### src/rtl/assert_macros.svh
// ----------------------------------------------------------------------------
// Assertion macros
// Concurrent assertion shorthands; empty when SYNTHESIS is defined.
// ----------------------------------------------------------------------------
`ifndef ASSERT_MACROS_SVH
`define ASSERT_MACROS_SVH

`ifndef SYNTHESIS

// same-cycle implication
`define ASSERT_IMPLIES(label, clk, rst, ante, cons) \
   label: assert property (@(posedge clk) disable iff (rst) (ante) |-> (cons)) \
      else $error("assertion failed");

// next-cycle implication
`define ASSERT_NEXT(label, clk, rst, ante, cons) \
   label: assert property (@(posedge clk) disable iff (rst) (ante) |=> (cons)) \
      else $error("assertion failed");

`else

`define ASSERT_IMPLIES(label, clk, rst, ante, cons)
`define ASSERT_NEXT(label, clk, rst, ante, cons)

`endif

`endif

### src/rtl/fcrb_pkg.sv
// ----------------------------------------------------------------------------
// fcrb_pkg
// Shared types, constants and helpers of the format converting blitter.
// ----------------------------------------------------------------------------
package fcrb_pkg;

   localparam int FMT_W  = 3;
   localparam int DIM_W  = 13;
   localparam int POS_W  = 12;
   localparam int CH_W   = 8;
   localparam int OFF_W  = 26;
   localparam int ADDR_W = 5;
   localparam int DATA_W = 32;

   localparam logic [DIM_W-1:0] MAX_DIM = 13'd4096;

   // floor(x/3) == (x*683) >> 11 for x <= 765
   localparam logic [9:0] GRAY_RECIP = 10'd683;
   localparam int         GRAY_SHIFT = 11;

   localparam logic [CH_W-1:0] OPAQUE = 8'd255;

   // register indexes
   localparam logic [2:0] REG_SRC_FORMAT  = 3'd0;
   localparam logic [2:0] REG_DEST_FORMAT = 3'd1;
   localparam logic [2:0] REG_DEST_WIDTH  = 3'd2;
   localparam logic [2:0] REG_DEST_HEIGHT = 3'd3;
   localparam logic [2:0] REG_DEST_COL    = 3'd4;
   localparam logic [2:0] REG_DEST_ROW    = 3'd5;
   localparam logic [2:0] REG_RECT_WIDTH  = 3'd6;
   localparam logic [2:0] REG_RECT_HEIGHT = 3'd7;

   // pixel formats (bytes per pixel)
   localparam logic [FMT_W-1:0] FMT_GRAY  = 3'd1;
   localparam logic [FMT_W-1:0] FMT_GRAYA = 3'd2;
   localparam logic [FMT_W-1:0] FMT_RGB   = 3'd3;
   localparam logic [FMT_W-1:0] FMT_RGBA  = 3'd4;

   // result status
   localparam logic [1:0] ST_OK   = 2'd0;
   localparam logic [1:0] ST_ZERO = 2'd1;
   localparam logic [1:0] ST_FIT  = 2'd2;

   typedef struct packed {
      logic [FMT_W-1:0] sf;
      logic [FMT_W-1:0] df;
      logic [DIM_W-1:0] dw;
      logic [DIM_W-1:0] dh;
      logic [POS_W-1:0] col;
      logic [POS_W-1:0] row;
      logic [DIM_W-1:0] rw;
      logic [DIM_W-1:0] rh;
      logic             clr;   // register written: restart rectangle
   } cfg_type;

   typedef struct packed {
      logic capture;
      logic mul;
      logic sum;
      logic load;
   } cmd_type;

   typedef struct packed {
      logic out_free;
   } stat_type;

   function automatic logic [FMT_W-1:0] fmt_clamp(input logic [FMT_W-1:0] f);
      logic [FMT_W-1:0] r;
      r = f;
      if (f < FMT_GRAY) begin
         r = FMT_GRAY;
      end else if (f > FMT_RGBA) begin
         r = FMT_RGBA;
      end
      return r;
   endfunction

   function automatic logic [DIM_W-1:0] dim_clamp(input logic [DIM_W-1:0] d);
      return (d > MAX_DIM) ? MAX_DIM : d;
   endfunction

endpackage

### src/rtl/fcrb_csr.sv
// ----------------------------------------------------------------------------
// fcrb_csr
// Configuration registers on the APB-style port, with clamped views.
// ----------------------------------------------------------------------------
module fcrb_csr (
   input  logic                          clock,
   input  logic                          reset,
   input  logic                          psel,
   input  logic                          penable,
   input  logic                          pwrite,
   input  logic [fcrb_pkg::ADDR_W-1:0]   paddr,
   input  logic [fcrb_pkg::DATA_W-1:0]   pwdata,
   output logic [fcrb_pkg::DATA_W-1:0]   prdata,
   output logic                          pready,
   output fcrb_pkg::cfg_type             cfg
);

   logic [fcrb_pkg::FMT_W-1:0] src_format_ff,  src_format_in;
   logic [fcrb_pkg::FMT_W-1:0] dest_format_ff, dest_format_in;
   logic [fcrb_pkg::DIM_W-1:0] dest_width_ff,  dest_width_in;
   logic [fcrb_pkg::DIM_W-1:0] dest_height_ff, dest_height_in;
   logic [fcrb_pkg::POS_W-1:0] dest_col_ff,    dest_col_in;
   logic [fcrb_pkg::POS_W-1:0] dest_row_ff,    dest_row_in;
   logic [fcrb_pkg::DIM_W-1:0] rect_width_ff,  rect_width_in;
   logic [fcrb_pkg::DIM_W-1:0] rect_height_ff, rect_height_in;
   logic                       wr;
   logic [2:0]                 idx;

   assign pready = 1'b1;
   assign wr     = psel & penable & pwrite;
   assign idx    = paddr[4:2];

   always_comb begin
      src_format_in  = src_format_ff;
      dest_format_in = dest_format_ff;
      dest_width_in  = dest_width_ff;
      dest_height_in = dest_height_ff;
      dest_col_in    = dest_col_ff;
      dest_row_in    = dest_row_ff;
      rect_width_in  = rect_width_ff;
      rect_height_in = rect_height_ff;
      if (wr) begin
         unique case (idx)
            fcrb_pkg::REG_SRC_FORMAT:  src_format_in  = pwdata[fcrb_pkg::FMT_W-1:0];
            fcrb_pkg::REG_DEST_FORMAT: dest_format_in = pwdata[fcrb_pkg::FMT_W-1:0];
            fcrb_pkg::REG_DEST_WIDTH:  dest_width_in  = pwdata[fcrb_pkg::DIM_W-1:0];
            fcrb_pkg::REG_DEST_HEIGHT: dest_height_in = pwdata[fcrb_pkg::DIM_W-1:0];
            fcrb_pkg::REG_DEST_COL:    dest_col_in    = pwdata[fcrb_pkg::POS_W-1:0];
            fcrb_pkg::REG_DEST_ROW:    dest_row_in    = pwdata[fcrb_pkg::POS_W-1:0];
            fcrb_pkg::REG_RECT_WIDTH:  rect_width_in  = pwdata[fcrb_pkg::DIM_W-1:0];
            fcrb_pkg::REG_RECT_HEIGHT: rect_height_in = pwdata[fcrb_pkg::DIM_W-1:0];
            default: ;
         endcase
      end
   end

   always_ff @(posedge clock) begin
      if (reset) begin
         src_format_ff  <= fcrb_pkg::FMT_RGBA;
         dest_format_ff <= fcrb_pkg::FMT_RGBA;
         dest_width_ff  <= 13'd1;
         dest_height_ff <= 13'd1;
         dest_col_ff    <= '0;
         dest_row_ff    <= '0;
         rect_width_ff  <= 13'd1;
         rect_height_ff <= 13'd1;
      end else begin
         src_format_ff  <= src_format_in;
         dest_format_ff <= dest_format_in;
         dest_width_ff  <= dest_width_in;
         dest_height_ff <= dest_height_in;
         dest_col_ff    <= dest_col_in;
         dest_row_ff    <= dest_row_in;
         rect_width_ff  <= rect_width_in;
         rect_height_ff <= rect_height_in;
      end
   end

   // readback of the raw register values
   always_comb begin
      prdata = '0;
      unique case (idx)
         fcrb_pkg::REG_SRC_FORMAT:  prdata = 32'(src_format_ff);
         fcrb_pkg::REG_DEST_FORMAT: prdata = 32'(dest_format_ff);
         fcrb_pkg::REG_DEST_WIDTH:  prdata = 32'(dest_width_ff);
         fcrb_pkg::REG_DEST_HEIGHT: prdata = 32'(dest_height_ff);
         fcrb_pkg::REG_DEST_COL:    prdata = 32'(dest_col_ff);
         fcrb_pkg::REG_DEST_ROW:    prdata = 32'(dest_row_ff);
         fcrb_pkg::REG_RECT_WIDTH:  prdata = 32'(rect_width_ff);
         fcrb_pkg::REG_RECT_HEIGHT: prdata = 32'(rect_height_ff);
         default: prdata = '0;
      endcase
   end

   always_comb begin
      cfg.sf  = fcrb_pkg::fmt_clamp(src_format_ff);
      cfg.df  = fcrb_pkg::fmt_clamp(dest_format_ff);
      cfg.dw  = fcrb_pkg::dim_clamp(dest_width_ff);
      cfg.dh  = fcrb_pkg::dim_clamp(dest_height_ff);
      cfg.col = dest_col_ff;
      cfg.row = dest_row_ff;
      cfg.rw  = fcrb_pkg::dim_clamp(rect_width_ff);
      cfg.rh  = fcrb_pkg::dim_clamp(rect_height_ff);
      cfg.clr = wr;
   end

endmodule

### src/rtl/fcrb_ctrl.sv
// ----------------------------------------------------------------------------
// fcrb_ctrl
// Sequencer: capture, multiply, add, then hand off to the output register.
// ----------------------------------------------------------------------------
module fcrb_ctrl (
   input  logic               clock,
   input  logic               reset,
   input  logic               req_valid,
   output logic               req_ready,
   input  fcrb_pkg::stat_type stat,
   output fcrb_pkg::cmd_type  cmd
);

   localparam logic [1:0] S_IDLE = 2'd0;
   localparam logic [1:0] S_MUL  = 2'd1;
   localparam logic [1:0] S_SUM  = 2'd2;
   localparam logic [1:0] S_DONE = 2'd3;

   logic [1:0] state_ff, state_in;

   always_comb begin
      state_in    = state_ff;
      req_ready   = 1'b0;
      cmd.capture = 1'b0;
      cmd.mul     = 1'b0;
      cmd.sum     = 1'b0;
      cmd.load    = 1'b0;
      unique case (state_ff)
         S_IDLE: begin
            req_ready   = 1'b1;
            cmd.capture = req_valid;
            if (req_valid) begin
               state_in = S_MUL;
            end
         end
         S_MUL: begin
            cmd.mul  = 1'b1;
            state_in = S_SUM;
         end
         S_SUM: begin
            cmd.sum  = 1'b1;
            state_in = S_DONE;
         end
         S_DONE: begin
            // wait for the output register to free up
            if (stat.out_free) begin
               cmd.load = 1'b1;
               state_in = S_IDLE;
            end
         end
         default: state_in = S_IDLE;
      endcase
   end

   always_ff @(posedge clock) begin
      if (reset) begin
         state_ff <= S_IDLE;
      end else begin
         state_ff <= state_in;
      end
   end

endmodule

### src/rtl/fcrb_dp.sv
// ----------------------------------------------------------------------------
// fcrb_dp
// Datapath: position counters, fit check, color conversion, offset math,
// output register.
// ----------------------------------------------------------------------------
module fcrb_dp (
   input  logic                        clock,
   input  logic                        reset,
   input  fcrb_pkg::cfg_type           cfg,
   input  fcrb_pkg::cmd_type           cmd,
   output fcrb_pkg::stat_type          stat,
   input  logic [fcrb_pkg::CH_W-1:0]   in_ch0,
   input  logic [fcrb_pkg::CH_W-1:0]   in_ch1,
   input  logic [fcrb_pkg::CH_W-1:0]   in_ch2,
   input  logic [fcrb_pkg::CH_W-1:0]   in_ch3,
   output logic                        rsp_valid,
   input  logic                        rsp_ready,
   output logic [fcrb_pkg::OFF_W-1:0]  dest_offset,
   output logic [fcrb_pkg::CH_W-1:0]   out_ch0,
   output logic [fcrb_pkg::CH_W-1:0]   out_ch1,
   output logic [fcrb_pkg::CH_W-1:0]   out_ch2,
   output logic [fcrb_pkg::CH_W-1:0]   out_ch3,
   output logic                        write_enable,
   output logic [1:0]                  status,
   output logic                        last
);

   localparam int CW = fcrb_pkg::CH_W;
   localparam int OW = fcrb_pkg::OFF_W;
   localparam int DW = fcrb_pkg::DIM_W;
   localparam int PW = fcrb_pkg::POS_W;

   // position in the rectangle
   logic [PW-1:0] col_cnt_ff, col_cnt_in;
   logic [PW-1:0] row_cnt_ff, row_cnt_in;

   // capture stage
   logic [CW-1:0] c0_ff, c1_ff, c2_ff, c3_ff;
   logic [DW-1:0] row_abs_ff, col_abs_ff;
   logic [1:0]    st_ff, st_in;
   logic          last_ff, last_in;

   // multiply stage
   logic [OW-1:0] prod_ff;
   logic [CW-1:0] ch0_ff, ch1_ff, ch2_ff, ch3_ff;
   logic [CW-1:0] ch0_in, ch1_in, ch2_in, ch3_in;

   // add stage
   logic [OW-1:0] lin_ff;

   // output register
   logic          ovld_ff, ovld_in;
   logic [OW-1:0] off_ff, off_in;
   logic [CW-1:0] o0_ff, o1_ff, o2_ff, o3_ff;
   logic          we_ff;
   logic [1:0]    ost_ff;
   logic          olast_ff;

   logic          col_end, row_end;
   logic [DW:0]   col_reach, row_reach;
   logic [9:0]    rgb_sum;
   logic [18:0]   gray_mul;
   logic [CW-1:0] gray, alpha, red, green, blue;
   logic          ok;

   // ---- fit check and counter advance ----
   assign col_end   = ({1'b0, col_cnt_ff} + 13'd1) >= cfg.rw;
   assign row_end   = ({1'b0, row_cnt_ff} + 13'd1) >= cfg.rh;
   assign col_reach = {2'b00, cfg.col} + {1'b0, cfg.rw};
   assign row_reach = {2'b00, cfg.row} + {1'b0, cfg.rh};

   always_comb begin
      if (cfg.rw == '0 || cfg.rh == '0) begin
         st_in = fcrb_pkg::ST_ZERO;
      end else if (col_reach > {1'b0, cfg.dw} || row_reach > {1'b0, cfg.dh}) begin
         st_in = fcrb_pkg::ST_FIT;
      end else begin
         st_in = fcrb_pkg::ST_OK;
      end
      last_in = col_end & row_end;
   end

   always_comb begin
      col_cnt_in = col_cnt_ff;
      row_cnt_in = row_cnt_ff;
      if (cfg.clr) begin
         col_cnt_in = '0;
         row_cnt_in = '0;
      end else if (cmd.capture && st_in == fcrb_pkg::ST_OK) begin
         if (col_end) begin
            col_cnt_in = '0;
            row_cnt_in = row_end ? '0 : row_cnt_ff + 12'd1;
         end else begin
            col_cnt_in = col_cnt_ff + 12'd1;
         end
      end
   end

   always_ff @(posedge clock) begin
      if (reset) begin
         col_cnt_ff <= '0;
         row_cnt_ff <= '0;
      end else begin
         col_cnt_ff <= col_cnt_in;
         row_cnt_ff <= row_cnt_in;
      end
   end

   always_ff @(posedge clock) begin
      if (cmd.capture) begin
         c0_ff      <= in_ch0;
         c1_ff      <= in_ch1;
         c2_ff      <= in_ch2;
         c3_ff      <= in_ch3;
         row_abs_ff <= {1'b0, cfg.row} + {1'b0, row_cnt_ff};
         col_abs_ff <= {1'b0, cfg.col} + {1'b0, col_cnt_ff};
         st_ff      <= st_in;
         last_ff    <= last_in;
      end
   end

   // ---- color conversion ----
   assign rgb_sum  = 10'(c0_ff) + 10'(c1_ff) + 10'(c2_ff);
   assign gray_mul = 19'(rgb_sum) * 19'(fcrb_pkg::GRAY_RECIP);

   always_comb begin
      if (cfg.sf <= fcrb_pkg::FMT_GRAYA) begin
         gray  = c0_ff;
         alpha = (cfg.sf == fcrb_pkg::FMT_GRAYA) ? c1_ff : fcrb_pkg::OPAQUE;
         red   = c0_ff;
         green = c0_ff;
         blue  = c0_ff;
      end else begin
         gray  = gray_mul[fcrb_pkg::GRAY_SHIFT +: CW];
         alpha = (cfg.sf == fcrb_pkg::FMT_RGBA) ? c3_ff : fcrb_pkg::OPAQUE;
         red   = c0_ff;
         green = c1_ff;
         blue  = c2_ff;
      end
      if (cfg.df <= fcrb_pkg::FMT_GRAYA) begin
         ch0_in = gray;
         ch1_in = (cfg.df == fcrb_pkg::FMT_GRAYA) ? alpha : '0;
         ch2_in = '0;
         ch3_in = '0;
      end else begin
         ch0_in = red;
         ch1_in = green;
         ch2_in = blue;
         ch3_in = (cfg.df == fcrb_pkg::FMT_RGBA) ? alpha : '0;
      end
   end

   always_ff @(posedge clock) begin
      if (cmd.mul) begin
         prod_ff <= OW'(row_abs_ff) * OW'(cfg.dw);
         ch0_ff  <= ch0_in;
         ch1_ff  <= ch1_in;
         ch2_ff  <= ch2_in;
         ch3_ff  <= ch3_in;
      end
      if (cmd.sum) begin
         lin_ff <= prod_ff + OW'(col_abs_ff);
      end
   end

   // ---- byte offset: pixel index times bytes per pixel ----
   always_comb begin
      case (cfg.df)
         fcrb_pkg::FMT_GRAY:  off_in = lin_ff;
         fcrb_pkg::FMT_GRAYA: off_in = lin_ff << 1;
         fcrb_pkg::FMT_RGB:   off_in = lin_ff + (lin_ff << 1);
         default:             off_in = lin_ff << 2;
      endcase
   end

   // ---- output register ----
   assign ok            = (st_ff == fcrb_pkg::ST_OK);
   assign stat.out_free = ~ovld_ff | rsp_ready;

   always_comb begin
      ovld_in = ovld_ff;
      if (cmd.load) begin
         ovld_in = 1'b1;
      end else if (rsp_ready) begin
         ovld_in = 1'b0;
      end
   end

   always_ff @(posedge clock) begin
      if (reset) begin
         ovld_ff <= 1'b0;
      end else begin
         ovld_ff <= ovld_in;
      end
   end

   always_ff @(posedge clock) begin
      if (cmd.load) begin
         off_ff   <= ok ? off_in : '0;
         o0_ff    <= ok ? ch0_ff : '0;
         o1_ff    <= ok ? ch1_ff : '0;
         o2_ff    <= ok ? ch2_ff : '0;
         o3_ff    <= ok ? ch3_ff : '0;
         we_ff    <= ok;
         ost_ff   <= st_ff;
         olast_ff <= ok & last_ff;
      end
   end

   assign rsp_valid    = ovld_ff;
   assign dest_offset  = off_ff;
   assign out_ch0      = o0_ff;
   assign out_ch1      = o1_ff;
   assign out_ch2      = o2_ff;
   assign out_ch3      = o3_ff;
   assign write_enable = we_ff;
   assign status       = ost_ff;
   assign last         = olast_ff;

endmodule

### src/rtl/format_converting_rect_blit.sv
// ----------------------------------------------------------------------------
// format_converting_rect_blit
// Converts a raster-order pixel stream of a rectangle to the destination
// pixel format and tags each word with its destination byte offset.
// ----------------------------------------------------------------------------
// Usage:
//  - req channel: one source pixel word (in_ch0..3) per handshake, in raster
//    order over the rectangle. rsp channel: one result word per input word.
//  - Config via the APB port (register i at byte 4*i); write only while the
//    block is idle. Any write restarts the rectangle at its top left pixel.
//  - Result path: capture at the accept edge, then multiply row by width, add
//    column, scale by bytes per pixel into the output reg; the load waits
//    while the output register holds a result that rsp_ready does not take.
//  - The sequencer handles one word at a time: a new word is taken only after
//    the previous one is loaded into the output register.
//  - The output register decouples the sides: the next word is taken while
//    a result still waits. If rsp_ready stays low, the following result waits
//    in the datapath and req_ready stays low until the output register frees.
//  - Bad geometry (zero size, or not fitting the destination) yields a word
//    with write_enable low, status set, all other fields zero; the position
//    counters hold.
//  - Reset: registers return to RGBA->RGBA, 1x1 rectangle at origin; counters
//    and the output valid clear.
// ----------------------------------------------------------------------------
`include "assert_macros.svh"

module format_converting_rect_blit (
   input  logic                         clock,
   input  logic                         reset,
   // input pixels
   input  logic                         req_valid,
   output logic                         req_ready,
   input  logic [fcrb_pkg::CH_W-1:0]    req_in_ch0,
   input  logic [fcrb_pkg::CH_W-1:0]    req_in_ch1,
   input  logic [fcrb_pkg::CH_W-1:0]    req_in_ch2,
   input  logic [fcrb_pkg::CH_W-1:0]    req_in_ch3,
   // converted pixels
   output logic                         rsp_valid,
   input  logic                         rsp_ready,
   output logic [fcrb_pkg::OFF_W-1:0]   rsp_dest_offset,
   output logic [fcrb_pkg::CH_W-1:0]    rsp_out_ch0,
   output logic [fcrb_pkg::CH_W-1:0]    rsp_out_ch1,
   output logic [fcrb_pkg::CH_W-1:0]    rsp_out_ch2,
   output logic [fcrb_pkg::CH_W-1:0]    rsp_out_ch3,
   output logic                         rsp_write_enable,
   output logic [1:0]                   rsp_status,
   output logic                         rsp_last,
   // configuration
   input  logic                         psel,
   input  logic                         penable,
   input  logic                         pwrite,
   input  logic [fcrb_pkg::ADDR_W-1:0]  paddr,
   input  logic [fcrb_pkg::DATA_W-1:0]  pwdata,
   output logic [fcrb_pkg::DATA_W-1:0]  prdata,
   output logic                         pready
);

   fcrb_pkg::cfg_type  cfg;
   fcrb_pkg::cmd_type  cmd;
   fcrb_pkg::stat_type stat;
   logic               rsp_ok;
   logic               rsp_err;

   // register file; clamps formats to 1..4 and sizes to the max dimension
   fcrb_csr u_csr (
      .clock   (clock),
      .reset   (reset),
      .psel    (psel),
      .penable (penable),
      .pwrite  (pwrite),
      .paddr   (paddr),
      .pwdata  (pwdata),
      .prdata  (prdata),
      .pready  (pready),
      .cfg     (cfg)
   );

   // sequencer: one word in flight through capture/mul/sum/done
   fcrb_ctrl u_ctrl (
      .clock     (clock),
      .reset     (reset),
      .req_valid (req_valid),
      .req_ready (req_ready),
      .stat      (stat),
      .cmd       (cmd)
   );

   // counters, conversion, offset arithmetic and the output register
   fcrb_dp u_dp (
      .clock        (clock),
      .reset        (reset),
      .cfg          (cfg),
      .cmd          (cmd),
      .stat         (stat),
      .in_ch0       (req_in_ch0),
      .in_ch1       (req_in_ch1),
      .in_ch2       (req_in_ch2),
      .in_ch3       (req_in_ch3),
      .rsp_valid    (rsp_valid),
      .rsp_ready    (rsp_ready),
      .dest_offset  (rsp_dest_offset),
      .out_ch0      (rsp_out_ch0),
      .out_ch1      (rsp_out_ch1),
      .out_ch2      (rsp_out_ch2),
      .out_ch3      (rsp_out_ch3),
      .write_enable (rsp_write_enable),
      .status       (rsp_status),
      .last         (rsp_last)
   );

   assign rsp_ok  = (rsp_status == fcrb_pkg::ST_OK);
   assign rsp_err = rsp_valid && !rsp_ok;

   // one word in flight: intake closes right after an accept
   `ASSERT_NEXT(a_busy_after_accept, clock, reset, req_valid && req_ready, !req_ready)
   // write enable exactly on good status
   `ASSERT_IMPLIES(a_we_matches_status, clock, reset, rsp_valid, rsp_write_enable == rsp_ok)
   // error words carry no offset and no end marker
   `ASSERT_IMPLIES(a_error_word_clean, clock, reset, rsp_err, rsp_dest_offset == '0 && !rsp_last)

endmodule

### config.mk
export PLATFORM = sky130hd
export DESIGN_NAME = format_converting_rect_blit
export DESIGN_NICKNAME = d
export VERILOG_FILES = /design/src/rtl/fcrb_pkg.sv /design/src/rtl/fcrb_csr.sv /design/src/rtl/fcrb_ctrl.sv /design/src/rtl/fcrb_dp.sv /design/src/rtl/format_converting_rect_blit.sv
export VERILOG_INCLUDE_DIRS = /design/src /design/src/rtl
export SDC_FILE = /design/constraint.sdc
export NUM_CORES = 1
export LEC_CHECK = 0
export ABC_AREA = 1
export BUFFER_PORTS_ARGS = -buffer_cell sky130_fd_sc_hd__buf_2
export CAP_MARGIN = 20
export CORE_AREA = 2 2 304 306
export CTS_CLUSTER_SIZE = 28
export DETAILED_ROUTE_END_ITERATION = 8
export DIE_AREA = 0 0 306 308
export GPL_ROUTABILITY_DRIVEN = 0
export PLACE_DENSITY = 0.46
export SLEW_MARGIN = 20
export SYNTH_ARGS = -nofsm -noshare
export SYNTH_HDL_FRONTEND = slang
export SYNTH_HIERARCHICAL = 1
export SYNTH_SLANG_ARGS = --single-unit
### constraint.sdc
create_clock -name clock -period 8.2 [get_ports clock]
set_input_delay 0.82 -clock clock [delete_from_list [all_inputs] [get_ports clock]]
set_output_delay 0.82 -clock clock [all_outputs]
set_load 0.02 [all_outputs]
; Yosys cells after proc, flatten, opt, wreduce, memory -nomap -nowiden
; Index checks and enable logic that the tools add are counted.
[classes]
n_reduce_logical = 22
multipliers = 2
n_eq_ne = 18
muxes = 34
bitwise_logic = 7
add_sub_neg = 12
magnitude_cmp = 14
[ops]
columns = cell, count
row1 = $pmux W32 S8, 1
row2 = $pmux W26 S3, 1
row3 = $mux W8, 9
row4 = $gt A13 B13 Y1 const B, 4
row5 = $mux W13, 4
row6 = $add A12 B13 Y14, 2
row7 = $gt A14 B13 Y1, 2
row8 = $add A12 B1 Y13 const B, 2
row9 = $add A12 B12 Y13, 2
row10 = $add A26 B13 Y26, 1
row11 = $add A26 B26 Y26, 1
row12 = $ge A13 B13 Y1, 2
row13 = $logic_not A13 Y1, 2
row14 = $mul A13 B13 Y26, 1
row15 = $add A12 B1 Y12 const B, 2
row16 = $mux W12, 2
row17 = $reduce_and A2 Y1, 10
row18 = $mul A10 B10 Y19 const B, 1
row19 = $eq A3 B3 Y1 const B, 6
row20 = $eq A3 B2 Y1 const B, 5
row21 = $mux W3, 4
row22 = $add A10 B8 Y10, 1
row23 = $add A8 B8 Y9, 1
row24 = $mux W1, 8
row25 = other kinds (18), 35
[word_totals]
input_bits = 76
output_inout_bits = 97
reg_bits = 316
elab_cells = 143

; Longest topological paths before layout
; Gate-level depths: netlist of the first run.
[logic_depth]
depth_word = 10
ltp_mapped = 33
mapped_depth_nobuf = 33

; Hierarchy
; Netlist of the first run, hierarchy kept.
[modules_own_cells]
columns = module, area_each_um2, seq_area_each_um2, cells_per_inst, n_inst
row1 = fcrb_dp, 22394.0, 6716.4, 2634, 1
row2 = fcrb_csr, 4449.3, 1641.6, 682, 1
row3 = fcrb_ctrl, 182.7, 40.0, 27, 1

; Worst setup path before layout of the first run
; Ideal clock, no wire load.
[synth_path]
path_kind = reg-to-reg
start = reg u_dp.c1_ff[1]
end = reg u_dp.ch0_ff[4], data pin
path_stages_with_launch = 31
t_arrival_ns = 5.573
period_less_slack_ns = 5.827
setup_ns = 0.254
path_slack_ns = 2.373
required_time_ns = 7.946
cell_sequence = edfxtp_1 -> inv_1 -> fa_1 -> inv_1 -> ha_1 -> inv_1 -> fa_1 -> o21ai_1 -> nand3_1 -> nand2_1 -> nor2_1 -> nor2_1 -> inv_1 -> nor2_1 -> nor2_1 -> ha_1 -> inv_1 -> fa_1 -> inv_1 -> fa_1 -> inv_1 -> fa_1 -> inv_1 -> ha_1 -> a21oi_1 -> o21ai_0 -> a211oi_1 -> nand2_1 -> or2_2 -> nand3_1 -> nand2_1
[synth_between]
elab_chain_cells = 5
[synth_lines]
columns = element, line_no
row1 = start: declaration, fcrb_dp.sv:38  ; logic [CW-1:0] c0_ff, c1_ff, c2_ff, c3_ff;
row2 = start signal: assignment, fcrb_dp.sv:112  ; c1_ff <= in_ch1;
row3 = $add A8 B8 Y9, fcrb_dp.sv:123  ; assign rgb_sum = 10'(c0_ff) + 10'(c1_ff) + 10'(c2_ff);
row4 = $add A10 B8 Y10, fcrb_dp.sv:123
row5 = $mul A10 B10 Y19, fcrb_dp.sv:124  ; assign gray_mul = 19'(rgb_sum) * 19'(fcrb_pkg::GRAY_RECIP);
row6 = $mux W8, fcrb_dp.sv:127  ; if (cfg.sf <= fcrb_pkg::FMT_GRAYA) begin
row7 = $mux W8, fcrb_dp.sv:140  ; if (cfg.df <= fcrb_pkg::FMT_GRAYA) begin
row8 = net u_dp.ch0_in[4], fcrb_dp.sv:46  ; logic [CW-1:0] ch0_in, ch1_in, ch2_in, ch3_in;
row9 = end signal: assignment, fcrb_dp.sv:156  ; ch0_ff <= ch0_in;
row10 = end: declaration, fcrb_dp.sv:45  ; logic [CW-1:0] ch0_ff, ch1_ff, ch2_ff, ch3_ff;
; The timed path passes the listed nets, and every way through them passes these cells.
; A chain may end at the register's enable or synchronous reset.

; Worst setup path in the final report of the first run
[layout_path]
start = reg u_dp.c0_ff[1]
end = reg u_dp.ch0_ff[4], data pin
[layout_between]
elab_chain_cells = 5
[layout_lines]
columns = element, line_no
row1 = start: declaration, fcrb_dp.sv:38
row2 = start signal: assignment, fcrb_dp.sv:111  ; c0_ff <= in_ch0;
row3 = $add A8 B8 Y9, fcrb_dp.sv:123
row4 = $add A10 B8 Y10, fcrb_dp.sv:123
row5 = $mul A10 B10 Y19, fcrb_dp.sv:124
row6 = $mux W8, fcrb_dp.sv:127
row7 = $mux W8, fcrb_dp.sv:140
row8 = net u_dp.ch0_in[4], fcrb_dp.sv:46
; The timed path passes the listed nets, and every way through them passes these cells.

==> summary.md, run 1 <==
| Metric | Value |
|---|---|
| Status | finished, final reports clean |
| Arr. time, crit path | 6.90 ns |
| Max Slew Vio Count | 0 |
| CTS Buf Count | 42 |
| Root buffer cell | clkbuf_16 |
| CTS Hold Bufs | 0 |
| Skew final | 0.0195 ns |
| Core ar. | 0.0910 mm² |
| Clock sink count | 316 |
| Crit path required time | 8.53 ns |
| Post-route DRC | 0 |
| PortBufs | 131 |
| Setup TNS | 0 ns |
| Fin. Hold Viols | 0 |
| Cell mode on critical path | inv_1 |
| CTS H-tree depth | 2 |
| Commonest non-fill, non-tap cell in the layout | nand2_1 |
| Commonest cells after routing, fill and taps aside | 594 x nand2_1, 562 x inv_1, 389 x nor2_1 |
| Drt pass-1 iters | 5 |
| Vias/cell | 4.66 |
| DR WL/cell | 16.3 µm |
| Slowest stage cell, crit path | fa_1 |
| Worst min path class | in2reg |
| Clk buf depth | 3 |
| Routed vias | 21700 |
| Post-DP HPWL | 59100 µm |
| Largest net degree at the start of global routing | 83 |
| Max cap viols | 0 |
| Normalized max-slew margin | 0.273 |
| Flops & latches, synth | 316 |
| Final cycle utilization of the critical path | 0.802 |
| Multiplexer share of the synthesized area | 0 |
| Die Wd | 306 µm |
| Area Overhead vs Synth | 11.9% |
| Synth Area in Compound Gates | 0.113 |
| Nets | 3951 |
| Post-synthesis adder-cell area fraction | 0.243 |
| Commonest register cell after synthesis | edfxtp_1 |
| Synth Area in Simple Gates | 0.193 |
| Clk_lat worst skew | 0.58 ns |
| Worst-path fanout max | 5 |
| # diodes | 0 |
| Avg Inst Size Synth | 8.08 µm² |
| Fin worst setup slack | 1.62 ns |
| Worst-path clk slew | 0.07 ns |
| Max incr delay on CP | 0.52 ns |
| Routed WL | 75800 µm |
| FMAX | 0.152 GHz |
| Slew of the pin with the lowest slew margin | 1.09 ns |
| Number of flops mapped to enable cells by yosys | 207 |
| Kind of critical path | reg2reg |
| Mapped Cells | 3343 |
| First-pass GRT wire length | 121000 µm |
| WP buf/inv | 8 |
| Worst slack, placed | 1.64 ns |
| Top Family by Delay on Critical Path | adder cells |
| Synth async-reset ratio | 0 |
| RSZ-0062 raised after global routing | no |
| Cts repair resizes | 0 |
| Global route overflow | 0 |
| Starting Density | 0.297 |
| Total setup buffers inserted after CTS | 0 |
| Post-synthesis sequential area ratio | 0.311 |
| Crit start category | flip-flop |
| Die ar. | 0.0942 mm² |
| Tmin final | 6.58 ns |
| Drt first-iter violations | 1213 |
| Antenna violations before repair | 0 |
| Final ANT Viol Nets | 0 |
| Crit end category | flip-flop |
| Site row count | 111 |
| Vias in the first global route | 21700 |
| Final setup viols | 0 |
| Die H | 308 µm |
| Largest family of logic cells by synthesized area | adder cells |
| Synth cell types | 61 |
| CTS tree | done |
| GRT Util Overall | 0.163 |
| Worst hold margin | 0.411 ns |
| Post-Syn Area | 0.0270 mm² |
| Share of cells above drive strength 1 | 0.0817 |
| Xor and xnor area share after synthesis | 0.0372 |
| I/O pin count | 173 |
| Synth warnings | 6 |
-- state kept, by name, summed over array words and instances (netlist names), 13 cells and up --
| name | count |
|---|---|
| u_dp/col_abs_ff | 13 |
| u_dp/lin_ff | 26 |
| u_csr/rect_width_ff | 13 |
| u_dp/row_abs_ff | 13 |
| u_csr/rect_height_ff | 13 |
| u_dp/dest_offset | 26 |
| u_csr/dest_width_ff | 13 |
| u_dp/prod_ff | 26 |
| u_csr/dest_height_ff | 13 |
-- logic make-up (layout without fill, tap and decap cells) --
family,count (synthesis),after routing
and+or+nand+nor,1241,1241
buffers and inverters,695,810
AOI/OAI and AO/OA,543,543
adders and majority gates,432,432
DFF,316,316
xor gates and xnor gates,114,114
other,2,20
-- synthesized netlist by cell type (29+ instances only) --
cell type    n  share of area
a21boi_0    33         0.0092
edfxtp_1   207           0.23
inv_1      564          0.078
nor2_1     390          0.054
dfxtp_1    109          0.081
fa_1       155           0.11
clkbuf_1    67         0.0093
nand4_1     38         0.0088
o21ai_0    169          0.031
nor3_1      46         0.0085
xor2_1      81          0.026
xnor2_1     32          0.010
buf_4       29         0.0081
nand2_1    594          0.083
nand3_1    101          0.019
ha_1       277           0.13
a21oi_1    212          0.039
-- through the flow --
| stage | std cells | area, µm² | utilization |
|---|---|---|---|
| after floorplan | 3361 | 27100 | - |
| after global placement | 4585 | 28800 | 0.317 |
| after detailed placement | 4585 | 28800 | 0.317 |
| after CTS | 4662 | 30300 | 0.333 |
| after global routing | 4662 | 30300 | 0.333 |
| final | 4662 | 30300 | 0.333 |
-- layout make-up --
cell class / count / area [µm²]
inverter: 577 / 2170
multi-input combinational: 2350 / 15900
sequential: 316 / 8400
clock inverter: 24 / 272
timing repair buffer: 156 / 843
tap: 1186 / 1480
fill: 9607 / 60700
clock buffer: 53 / 1140
-- worst reg2reg max path, delay by kind of cell, from the launching register on --
| kind | cells | cell delay, ns |
|---|---|---|
| buffers and inverters | 8 | 0.57 |
| AO/OA/AOI/OAI | 4 | 0.72 |
| flip-flops | 1 | 0.41 |
| adder cells (fa/ha/maj) | 8 | 3.12 |
| AND/OR/NAND/NOR | 10 | 1.46 |
-- layer usage --
layer  share of wire  global-route usage
met3           0.042              0.0221
met2            0.46               0.274
met4           0.023              0.0424
met5               0                   0
met1            0.47               0.220
-- final timing paths --
kind	start	to	slack [ns]	depth (start not counted)
setup / recovery	u_dp/c0_ff[1]	u_dp/ch0_ff[4]	1.62	30
hold / removal	req_in_ch0[0]	u_dp/c0_ff[0]	0.41	1
setup reg to reg	u_dp/c0_ff[1]	u_dp/ch0_ff[4]	1.62	30
hold reg to reg	u_dp/st_ff[1]	u_dp/status[1]	0.46	0
Power of run 1 is not shown: default switching activity piles up to over one toggle a cycle in this logic, so the estimate is an artifact.
==> inputs of run 2 (changes only) <==
==> constraint.sdc (replaced) <==
create_clock -name clock -period 6.2 [get_ports clock]
set_input_delay 0.62 -clock clock [delete_from_list [all_inputs] [get_ports clock]]
set_output_delay 0.62 -clock clock [all_outputs]
set_load 0.02 [all_outputs]
==> summary.md, run 2 (same netlist as run 1, synthesis figures left out) <==
| Metric | Value |
|---|---|
| WP buf/inv | 8 |
| Starting Density | 0.297 |
| Clock sink count | 316 |
| DR WL/cell | 16.3 µm |
| Core ar. | 0.0910 mm² |
| Hold Path Stages | 1 |
| Routed WL | 76700 µm |
| Share of cells above drive strength 1 | 0.109 |
| Skew final | 0.0270 ns |
| Worst-path clk slew | 0.06 ns |
| Max incr delay on CP | 0.53 ns |
| Root buffer cell | clkbuf_16 |
| Dpl cell area | 0.0292 mm² |
| Worst min path class | in2reg |
| Vias in the first global route | 21800 |
| Commonest cells after routing, fill and taps aside | 589 x nand2_1, 559 x inv_1, 381 x nor2_1 |
| Tmin final | 5.94 ns |
| Drt first-iter violations | 1364 |
| Clk_lat worst skew | 0.58 ns |
| I/O pin count | 173 |
| Commonest non-fill, non-tap cell in the layout | nand2_1 |
| Clk buf depth | 3 |
| RSZ-0062 raised after global routing | yes |
| Largest net degree at the start of global routing | 83 |
| Kind of critical path | reg2reg |
| Arr. time, crit path | 6.25 ns |
| Worst-path fanout max | 2 |
| Drt pass-1 iters | 6 |
| Slew of the pin with the lowest slew margin | 1.03 ns |
| GRT Util Overall | 0.163 |
| CTS Hold Bufs | 0 |
| Cell mode on critical path | inv_1 |
| Crit start category | flip-flop |
| Normalized max-slew margin | 0.309 |
| Nets | 3999 |
| Top Family by Delay on Critical Path | adder cells |
| Slowest stage cell, crit path | fa_1 |
| Post-route DRC | 0 |
| FMAX | 0.168 GHz |
| CTS tree | done |
| Final cycle utilization of the critical path | 0.957 |
| Vias/cell | 4.64 |
| Final ANT Viol Nets | 0 |
| Max Slew Vio Count | 0 |
| Routed vias | 21900 |
| Post-DP HPWL | 59900 µm |
| Site row count | 111 |
| Area Overhead vs Synth | 14.3% |
| WP depth | 30 |
| Final setup viols | 0 |
| Die ar. | 0.0942 mm² |
| Global route overflow | 0 |
| Status | finished, final reports clean |
| Antenna violations before repair | 1 |
| Crit path required time | 6.52 ns |
| PortBufs | 131 |
| First-pass GRT wire length | 121000 µm |
| Max cap viols | 0 |
| Fin. Hold Viols | 0 |
| Crit end category | flip-flop |
| Worst Reg-to-Reg Cells | 30 |
| Design area | 0.0309 mm² |
| Die H | 308 µm |
| CTS H-tree depth | 2 |
| CTS Buf Count | 42 |
| Die Wd | 306 µm |
[run 2: cell count changes in the layout (fill, tap and decap cells not counted), moves of 6 or more]
cell,delta
clkinv_2,+7
nor2_2,+6
a21oi_1,-7
nand2_2,+6
ha_4,+7
buf_4,+42
ha_1,-11
nor2_1,-8
a21oi_2,+6
[run 2: per-stage QoR]
stage                     worst slack, ns  std cells  utilization  TNS [ns]  hold WS, ns
after floorplan                     0.373       3361            -         0        0.427
after detailed placement          0.00502       4629        0.321         0        0.442
after CTS                          0.0461       4706        0.336         0        0.185
after global placement            -0.0188       4629        0.321   -0.0188        0.437
final                               0.265       4711        0.339         0        0.217
after global routing              -0.0331       4710        0.339   -0.0934        0.204
[run 2: worst paths after layout]
path / start / end / slack, ns
max: u_dp/c1_ff[1] / u_dp/ch0_ff[4] / 0.26
min: req_in_ch2[0] / u_dp/c2_ff[0] / 0.22
max reg2reg: u_dp/c1_ff[1] / u_dp/ch0_ff[4] / 0.26
min reg2reg: u_dp/st_ff[1] / u_dp/status[1] / 0.45
[run 2: area by class of cell]
cell class	count	area, µm²
Multi-Input combinational cell	2351	16200
Clock buffer	51	1150
Clock inverter	26	245
Sequential cell	316	8400
Timing Repair Buffer	203	1230
Inverter	577	2170
Antenna cell	1	2.50
Fill cell	9623	60100
Tap cell	1186	1480
[run 2: metal layers]
metal	wire, µm	GRT usage
met3	3210	0.0191
met4	1660	0.0427
met1	36600	0.222
met2	35200	0.272
met5	0	0
[run 2: timing repair]
action	4_1_cts	5_1_grt
buffers inserted	0	3
setup endpoints to repair	1	16
hold endpoints to repair	0	0
resized for setup	1	59
pin swaps	0	20
cloned	0	1
Power of run 2 is left out for the same reason.
